File: src/sv/lmsg_pkg.sv
`default_nettype none
package lmsg_pkg;

  localparam int NUM_VOICES  = 4;
  localparam int SCOPE_COUNT = 4;
  localparam int VIDX_W      = (NUM_VOICES > 1) ? $clog2(NUM_VOICES) : 1;
  localparam int SIDX_W      = $clog2(SCOPE_COUNT);
  localparam int REG_ADDR_W  = 5;
  localparam int OFF_W       = 3;
  localparam int AV_W        = REG_ADDR_W - OFF_W;

  localparam int MUL_A_W = 19;
  localparam int MUL_B_W = 18;
  localparam int MUL_P_W = MUL_A_W + MUL_B_W;

  typedef enum logic [1:0] {
    OP_WRITE = 2'd0,
    OP_READ  = 2'd1,
    OP_TICK  = 2'd2
  } op_t;

  typedef enum logic [OFF_W-1:0] {
    REG_LEVEL_LO = 3'd0,
    REG_LEVEL_HI = 3'd1,
    REG_RATIO_LO = 3'd2,
    REG_RATIO_HI = 3'd3,
    REG_STEP_LO  = 3'd4,
    REG_STEP_HI  = 3'd5,
    REG_VOL_L    = 3'd6,
    REG_VOL_R    = 3'd7
  } reg_off_t;

  typedef enum logic [3:0] {
    ST_IDLE,
    ST_READ,
    ST_PHASE,
    ST_MAP_A,
    ST_MAP_B,
    ST_MAP_W,
    ST_SCALE_L,
    ST_SCALE_R,
    ST_MIX,
    ST_TICK
  } state_t;

  typedef struct packed {
    op_t                   op;
    logic [REG_ADDR_W-1:0] reg_addr;
    logic [7:0]            reg_data;
  } in_t;

  typedef struct packed {
    logic [7:0]         read_data;
    logic signed [15:0] left_sample;
    logic signed [15:0] right_sample;
    logic signed [15:0] scope_voice0;
    logic signed [15:0] scope_voice1;
    logic signed [15:0] scope_voice2;
    logic signed [15:0] scope_voice3;
  } out_t;

  typedef struct packed {
    logic [15:0] level;
    logic [15:0] ratio;
    logic [15:0] step;
    logic [15:0] phase;
    logic [7:0]  vol_left;
    logic [7:0]  vol_right;
  } voice_t;

  typedef struct packed {
    logic              en;
    logic [VIDX_W-1:0] vidx;
    reg_off_t          off;
    logic [7:0]        data;
  } reg_wr_t;

  typedef struct packed {
    logic        level_en;
    logic [15:0] level;
    logic        phase_en;
    logic [15:0] phase;
  } voice_upd_t;

endpackage
`default_nettype wire

File: src/sv/lmsg_mul.sv
`default_nettype none
module lmsg_mul (
  input  wire logic                                   clk,
  input  wire logic signed [lmsg_pkg::MUL_A_W-1:0]    a,
  input  wire logic signed [lmsg_pkg::MUL_B_W-1:0]    b,
  output logic signed [lmsg_pkg::MUL_P_W-1:0]         prod
);
  import lmsg_pkg::*;

  always_ff @(posedge clk) begin
    prod <= MUL_P_W'(a) * MUL_P_W'(b);
  end

endmodule
`default_nettype wire

File: src/sv/lmsg_regfile.sv
`default_nettype none
module lmsg_regfile (
  input  wire logic                            clk,
  input  wire logic                            rst,
  input  wire lmsg_pkg::reg_wr_t               wr,
  input  wire logic [lmsg_pkg::VIDX_W-1:0]     ridx,
  input  wire lmsg_pkg::voice_upd_t            upd,
  output lmsg_pkg::voice_t                     rd
);
  import lmsg_pkg::*;

  logic [15:0] level     [NUM_VOICES];
  logic [15:0] ratio     [NUM_VOICES];
  logic [15:0] step      [NUM_VOICES];
  logic [15:0] phase     [NUM_VOICES];
  logic [7:0]  vol_left  [NUM_VOICES];
  logic [7:0]  vol_right [NUM_VOICES];

  always_ff @(posedge clk) begin
    if (rst) begin
      for (int v = 0; v < NUM_VOICES; v++) begin
        level[v]     <= 16'd1;
        ratio[v]     <= '0;
        step[v]      <= '0;
        phase[v]     <= '0;
        vol_left[v]  <= '0;
        vol_right[v] <= '0;
      end
    end else begin
      if (wr.en) begin
        unique case (wr.off)
          REG_LEVEL_LO: level[wr.vidx][7:0]  <= wr.data;
          REG_LEVEL_HI: level[wr.vidx][15:8] <= wr.data;
          REG_RATIO_LO: ratio[wr.vidx][7:0]  <= wr.data;
          REG_RATIO_HI: ratio[wr.vidx][15:8] <= wr.data;
          REG_STEP_LO:  step[wr.vidx][7:0]   <= wr.data;
          REG_STEP_HI:  step[wr.vidx][15:8]  <= wr.data;
          REG_VOL_L:    vol_left[wr.vidx]    <= wr.data;
          REG_VOL_R:    vol_right[wr.vidx]   <= wr.data;
          default:      ;
        endcase
      end
      if (upd.level_en) begin
        level[ridx] <= upd.level;
      end
      if (upd.phase_en) begin
        phase[ridx] <= upd.phase;
      end
    end
  end

  always_comb begin
    rd.level     = level[ridx];
    rd.ratio     = ratio[ridx];
    rd.step      = step[ridx];
    rd.phase     = phase[ridx];
    rd.vol_left  = vol_left[ridx];
    rd.vol_right = vol_right[ridx];
  end

endmodule
`default_nettype wire

File: src/sv/logistic_map_sound_generator.sv
// Four-voice logistic-map sound generator behind a 32-byte register bank.
// Request channel (req_valid/req_ready/req) carries register writes, register
// reads and sample ticks; response channel (rsp_valid/rsp_ready/rsp) returns
// one transaction per read or tick, none per write or unused op code.
// A write is taken on accept and the block is ready again the next cycle.
// A read loads its response into the output register from the read state.
// A tick walks the voices one after another through one shared 19x18
// multiplier: each voice passes the phase, scale-left, scale-right and mix
// states, plus map-A, map-B and map-W when its phase accumulator carries
// and the level map runs (two multiplies plus write-back); the tick state
// then loads the result. The block takes one request at a time and is not
// ready while a tick is in progress. The output register holds a response
// until taken; a finished read or tick waits for it to drain, so a stalled
// receiver stalls the request side only once a second response is ready.
// Reset (synchronous, active high) sets every level to 1 and clears ratios,
// steps, phases, volumes and the output register.
`default_nettype none
module logistic_map_sound_generator (
  input  wire logic            clk,
  input  wire logic            rst,
  input  wire logic            req_valid,
  output logic                 req_ready,
  input  wire lmsg_pkg::in_t   req,
  output logic                 rsp_valid,
  input  wire logic            rsp_ready,
  output lmsg_pkg::out_t       rsp
);
  import lmsg_pkg::*;

  state_t               state, state_next;
  logic [VIDX_W-1:0]    vidx;
  reg_off_t             rd_off;
  logic                 rd_hit;
  logic signed [16:0]   ol;
  logic signed [15:0]   left_acc, right_acc;
  logic signed [15:0]   scope [SCOPE_COUNT];

  voice_t               vr;
  reg_wr_t              wr;
  voice_upd_t           upd;
  logic signed [MUL_A_W-1:0] mul_a;
  logic signed [MUL_B_W-1:0] mul_b;
  logic signed [MUL_P_W-1:0] prod;

  logic                 accept;
  logic                 out_free;
  logic                 req_hit;
  logic [16:0]          phase_sum;
  logic signed [16:0]   lvl_ofs;
  logic signed [16:0]   orr;
  logic signed [17:0]   lr_sum;
  logic [7:0]           rd_byte;
  logic                 last_voice;

  function automatic logic signed [16:0] div256(input logic signed [24:0] p);
    logic signed [24:0] t;
    t = p + (p[24] ? 25'sd255 : 25'sd0);
    return t[24:8];
  endfunction

  function automatic logic signed [15:0] div4(input logic signed [16:0] x);
    logic signed [16:0] t;
    t = x + (x[16] ? 17'sd3 : 17'sd0);
    return {t[16], t[16:2]};
  endfunction

  function automatic logic signed [15:0] div2(input logic signed [17:0] x);
    logic signed [17:0] t;
    t = x + (x[17] ? 18'sd1 : 18'sd0);
    return t[16:1];
  endfunction

  lmsg_regfile u_regfile (
    .clk  (clk),
    .rst  (rst),
    .wr   (wr),
    .ridx (vidx),
    .upd  (upd),
    .rd   (vr)
  );

  lmsg_mul u_mul (
    .clk  (clk),
    .a    (mul_a),
    .b    (mul_b),
    .prod (prod)
  );

  assign req_ready  = (state == ST_IDLE);
  assign accept     = req_valid && req_ready;
  assign out_free   = !rsp_valid || rsp_ready;
  assign req_hit    = int'(req.reg_addr[REG_ADDR_W-1:OFF_W]) < NUM_VOICES;
  assign phase_sum  = {1'b0, vr.phase} + {1'b0, vr.step};
  assign lvl_ofs    = $signed({1'b0, vr.level}) - 17'sd32768;
  assign orr        = div256(prod[24:0]);
  assign lr_sum     = 18'(ol) + 18'(orr);
  assign last_voice = (vidx == VIDX_W'(NUM_VOICES - 1));

  always_comb begin
    unique case (rd_off)
      REG_LEVEL_LO: rd_byte = vr.level[7:0];
      REG_LEVEL_HI: rd_byte = vr.level[15:8];
      REG_RATIO_LO: rd_byte = vr.ratio[7:0];
      REG_RATIO_HI: rd_byte = vr.ratio[15:8];
      REG_STEP_LO:  rd_byte = vr.step[7:0];
      REG_STEP_HI:  rd_byte = vr.step[15:8];
      REG_VOL_L:    rd_byte = vr.vol_left;
      REG_VOL_R:    rd_byte = vr.vol_right;
      default:      rd_byte = '0;
    endcase
  end

  always_comb begin
    wr.en   = accept && (req.op == OP_WRITE) && req_hit;
    wr.vidx = VIDX_W'(req.reg_addr[REG_ADDR_W-1:OFF_W]);
    wr.off  = reg_off_t'(req.reg_addr[OFF_W-1:0]);
    wr.data = req.reg_data;
  end

  always_ff @(posedge clk) begin
    if (rst) begin
      state <= ST_IDLE;
    end else begin
      state <= state_next;
    end
  end

  always_comb begin
    state_next   = state;
    upd.level_en = 1'b0;
    upd.level    = prod[31:16];
    upd.phase_en = 1'b0;
    upd.phase    = phase_sum[15:0];
    mul_a        = MUL_A_W'(lvl_ofs);
    mul_b        = $signed({10'd0, vr.vol_left});
    unique case (state)
      ST_IDLE: begin
        if (accept) begin
          unique case (req.op)
            OP_READ: state_next = ST_READ;
            OP_TICK: state_next = ST_PHASE;
            default: state_next = ST_IDLE;
          endcase
        end
      end
      ST_READ: begin
        if (out_free) begin
          state_next = ST_IDLE;
        end
      end
      ST_PHASE: begin
        upd.phase_en = 1'b1;
        state_next   = phase_sum[16] ? ST_MAP_A : ST_SCALE_L;
      end
      ST_MAP_A: begin
        mul_a      = $signed({3'd0, vr.level});
        mul_b      = $signed({1'b0, 17'(vr.ratio) + 17'h10000});
        state_next = ST_MAP_B;
      end
      ST_MAP_B: begin
        mul_a      = $signed({1'b0, prod[32:15]});
        mul_b      = $signed({1'b0, 17'h10000 - {1'b0, vr.level}});
        state_next = ST_MAP_W;
      end
      ST_MAP_W: begin
        upd.level_en = 1'b1;
        state_next   = ST_SCALE_L;
      end
      ST_SCALE_L: begin
        state_next = ST_SCALE_R;
      end
      ST_SCALE_R: begin
        mul_b      = $signed({10'd0, vr.vol_right});
        state_next = ST_MIX;
      end
      ST_MIX: begin
        state_next = last_voice ? ST_TICK : ST_PHASE;
      end
      ST_TICK: begin
        if (out_free) begin
          state_next = ST_IDLE;
        end
      end
      default: state_next = ST_IDLE;
    endcase
  end

  always_ff @(posedge clk) begin
    if (accept && (req.op == OP_READ)) begin
      vidx   <= VIDX_W'(req.reg_addr[REG_ADDR_W-1:OFF_W]);
      rd_off <= reg_off_t'(req.reg_addr[OFF_W-1:0]);
      rd_hit <= req_hit;
    end
    if (accept && (req.op == OP_TICK)) begin
      vidx      <= '0;
      left_acc  <= '0;
      right_acc <= '0;
      for (int k = 0; k < SCOPE_COUNT; k++) begin
        scope[k] <= '0;
      end
    end
    if (state == ST_SCALE_R) begin
      ol <= div256(prod[24:0]);
    end
    if (state == ST_MIX) begin
      left_acc  <= left_acc + div4(ol);
      right_acc <= right_acc + div4(orr);
      if (int'(vidx) < SCOPE_COUNT) begin
        scope[SIDX_W'(vidx)] <= div2(lr_sum);
      end
      if (!last_voice) begin
        vidx <= vidx + VIDX_W'(1);
      end
    end
  end

  always_ff @(posedge clk) begin
    if (rst) begin
      rsp_valid <= 1'b0;
    end else if ((state == ST_READ || state == ST_TICK) && out_free) begin
      rsp_valid <= 1'b1;
    end else if (rsp_ready) begin
      rsp_valid <= 1'b0;
    end
  end

  always_ff @(posedge clk) begin
    if (rst) begin
      rsp <= '0;
    end else if (state == ST_READ && out_free) begin
      rsp.read_data    <= rd_hit ? rd_byte : 8'd0;
      rsp.left_sample  <= '0;
      rsp.right_sample <= '0;
      rsp.scope_voice0 <= '0;
      rsp.scope_voice1 <= '0;
      rsp.scope_voice2 <= '0;
      rsp.scope_voice3 <= '0;
    end else if (state == ST_TICK && out_free) begin
      rsp.read_data    <= '0;
      rsp.left_sample  <= left_acc;
      rsp.right_sample <= right_acc;
      rsp.scope_voice0 <= scope[0];
      rsp.scope_voice1 <= scope[1];
      rsp.scope_voice2 <= scope[2];
      rsp.scope_voice3 <= scope[3];
    end
  end

endmodule
`default_nettype wire

File: config.mk
export PLATFORM = sky130hd
export DESIGN_NAME = logistic_map_sound_generator
export DESIGN_NICKNAME = d
export VERILOG_FILES = /design/src/sv/lmsg_pkg.sv /design/src/sv/lmsg_mul.sv /design/src/sv/lmsg_regfile.sv /design/src/sv/logistic_map_sound_generator.sv
export SDC_FILE = /design/constraint.sdc
export NUM_CORES = 2
export LEC_CHECK = 0
export ABC_AREA = 1
export ABC_CLOCK_PERIOD_IN_PS = 7400
export BUFFER_PORTS_ARGS = -buffer_cell sky130_fd_sc_hd__buf_4
export CORE_MARGIN = 2
export CORE_UTILIZATION = 50
export CTS_BUF_LIST = sky130_fd_sc_hd__clkbuf_16
export CTS_CLUSTER_SIZE = 25
export DETAILED_ROUTE_END_ITERATION = 6
export PLACE_DENSITY_LB_ADDON = 0.15
export SYNTH_ARGS = -nofsm -noshare
export SYNTH_HDL_FRONTEND = slang
export SYNTH_SLANG_ARGS = --single-unit
File: constraint.sdc
create_clock -name clk -period 7.4 [get_ports clk]
set_input_delay 2.22 -clock clk [delete_from_list [all_inputs] [get_ports clk]]
set_output_delay 2.22 -clock clk [all_outputs]
set_load 0.02 [all_outputs]
==> reports/metrics.cfg <==
[clock_tree]
cts.htree.levels=3
cts_root_buf=clkbuf_16
ctsHoldBuffers=0
clockBufferDepth=3
cts.sink_count=580
tritoncts.num_buffers=68
tritoncts=built
path_clk_slew_ns=0.06
clk_latency_ns=0.64

[drt]
ant_nets=0
vias=32600
vias_per_cell=5.45
wl_um=116000
drtIter0Drc=2837
drt_pass1_iterations=5
drc=0
wl_per_cell_um=19.4

[cells_and_area]
fillers=7039
fin_nets=5357
fin_area_mm2=0.0462
area_growth_pct=15.9
drive_above_1_share=0.124

[synthesis]
synth-compound-area-share=0.0893
ys_async_sr_fraction=0
syn-cell-area_mm2=0.0398
ys_ff_latch=580
synth_top_cell_area_share=0.329
yosys_warnings=0
synth-simple-area-share=0.203
synth_edf_count=436
synth_flop_cell=edfxtp_1
synth.area.top_cells=edfxtp_1, fa_1, nand2_1
post_synth_fa_ha_maj_area_fraction=0.201
synthXorXnorAreaFrac=0.0156
synth_top_family_by_area=simple AND/OR/NAND/NOR gates
yosysSeqAreaShare=0.401
syn_avg_cell_area_um2=8.64
muxShareOfSynthArea=0
synth_top_area_cell=edfxtp_1
synth.distinct_cells=58
syn_inst=4608

[global_routing]
track_usage=0.282
grt_max_degree=102
globalRouteOverflowTotal=0
antenna_found_initial=2
grt_pass1_vias=31700
grt_pass1_wl_um=179000

[timing]
skew_ns=0.0533
final_max_slew_viol_count=0
post-route-period-util=0.971
clock.fmax_ghz=0.139
worst_slew_pin_slew_ns=1.36
hold_violations=0
period_needed_ns=7.19
rsz0062_at_grt=true
finalSetupViolations=0
timing.slew.headroom=0.0811

[outcome]
status=finished clean

[setup_path]
crit_path_top_delay_cell=fa_1
crit_fanout=6
cp_slowest_stage_delay_ns=0.56
worst-r2r-setup-slack_ns=0.21
crit_required_ns=7.90
worstSetupStartpointType=register
path_class=register to register
end_kind=register
worst_r2r_path_depth=38
cp.arrival_ns=7.69
rr_endpoint=u_mul.prod[30]
r2r_start=vidx[0]

[die]
die_height_um=286
die_w_um=286
die_area_mm2=0.0819
io_pins=125
initial_core_util=0.505
placementRows=103
core_area_mm2=0.0789

[worst_hold_path]
hold_class=register to register
hold_path_end=rsp[55]
min-delay-start=rsp[55]
whs_path_depth=2

[placement]
portBuffers=124
gp_congestion=0.954
dp_hpwl_um=86600
postPlaceCellArea_mm2=0.0432

[flow_run]
maxCapViolCount=0

## state kept, by name, summed over array words and instances (netlist names), 17 cells and up
register,count
u_regfile.phase,64
u_regfile.step,64
u_regfile.level,64
ol,17
scope,64
u_mul.prod,33
u_regfile.ratio,64
u_regfile.vol_left,32
u_regfile.vol_right,32
rsp,104
## worst max path at each step
| stage | from | end | slack [ns] | cells past startpoint |
|---|---|---|---|---|
| after floorplan | state[1] | u_mul.prod[30] | 0.49 | 27 |
| after global placement | vidx[0] | u_mul.prod[32] | 0.14 | 38 |
| after detailed placement | vidx[0] | u_mul.prod[32] | -0.03 | 38 |
| after CTS | vidx[0] | u_mul.prod[31] | 0.0005 | 40 |
| after global routing | vidx[1] | u_mul.prod[31] | -0.15 | 33 |
| final | vidx[0] | u_mul.prod[30] | 0.21 | 38 |
## worst max-delay path: cells and delay by family, from the launching register on
kind | cells | cell delay (ns)
flip-flops | 1 | 0.42
XOR/XNOR | 1 | 0.15
AND/OR/NAND/NOR | 18 | 2.05
AO/OA/AOI/OAI | 3 | 0.42
adder cells (fa/ha/maj) | 8 | 3.41
buffers and inverters | 8 | 0.59
## timing repair
| item | in CTS | in global routing |
|---|---|---|
| setup buffers | 1 | 21 |
| pin swaps | 1 | 44 |
| setup endpoints to repair | 3 | 17 |
| gates resized for setup | 2 | 128 |
| cloned | 0 | 2 |
## area by class of cell
type	count	area (um^2)	area share
Antenna cell	1	2.50	0.0000542
Sequential cell	580	16000	0.346
Timing Repair Buffer	357	2960	0.0640
Multi-Input combinational cell	3103	20700	0.448
Clock buffer	71	1780	0.0385
Tap cell	1050	1310	0.0284
Clock inverter	54	529	0.0115
Inverter	769	2920	0.0632
## synth_stat cells (9+ instances only)
cell type	count
xnor2_1	27
dfxtp_1	144
a21oi_2	12
edfxtp_1	436
xor2_1	44
nor2_1	767
clkinv_1	19
a22oi_1	62
fa_1	301
inv_1	740
inv_2	10
clkbuf_1	111
a211oi_1	14
o211ai_1	12
buf_2	28
o21ai_1	9
nand3_1	147
nand4_1	117
o21ai_0	205
o21a_1	14
buf_1	18
a21oi_1	234
nand2_1	798
nor3_1	63
nand3_2	10
ha_1	158
## cell families after synthesis
logic type / Yosys count
simple gates: 1945
compound gates: 618
buf+inv: 933
flops: 580
fa+ha+maj: 459
other cells: 2
xor+xnor: 71
## per-stage QoR
step                      hold slack [ns]  utilization  instances  TNS (ns)  setup WS [ns]
after floorplan                     0.463            -       4616         0          0.493
after global placement              0.448        0.548       5834         0          0.138
after detailed placement            0.454        0.548       5834   -0.0261        -0.0261
after CTS                           0.462        0.577       5960         0       0.000477
after global routing                0.477        0.585       5984    -0.717         -0.146
final                               0.460        0.585       5985         0          0.214
## layout by cell type (no fill, tap or decap), types with 8 or more instances in the layout
cell / count
fa_1: 291
nand3_2: 16
edfxtp_1: 436
a21oi_1: 229
nor2_4: 8
xor2_1: 44
a21oi_2: 15
nor3_1: 57
a22oi_1: 62
nand3_1: 140
nand3b_1: 8
clkinv_1: 24
fa_2: 10
inv_2: 25
xnor2_1: 27
nand4_1: 117
nand2_1: 784
nand2_2: 15
a211oi_1: 12
ha_1: 151
nor2_2: 20
clkbuf_16: 72
dfxtp_1: 141
o21ai_1: 15
conb_1: 10
a31oi_1: 8
buf_12: 17
o21a_1: 14
o211ai_1: 12
inv_1: 744
buf_4: 329
nor2_1: 743
o21ai_0: 196
## layer usage
layer  vias up  global-route usage  share of wire
li1      15400                   -              -
met1     15600               0.388           0.42
met2      1348               0.453           0.46
met3       268              0.0401          0.078
met4         2               0.109          0.043
met5         -                   0        0.00011
Power is not shown: default switching activity piles up to over one toggle a cycle in this logic, so the estimate is an artifact.
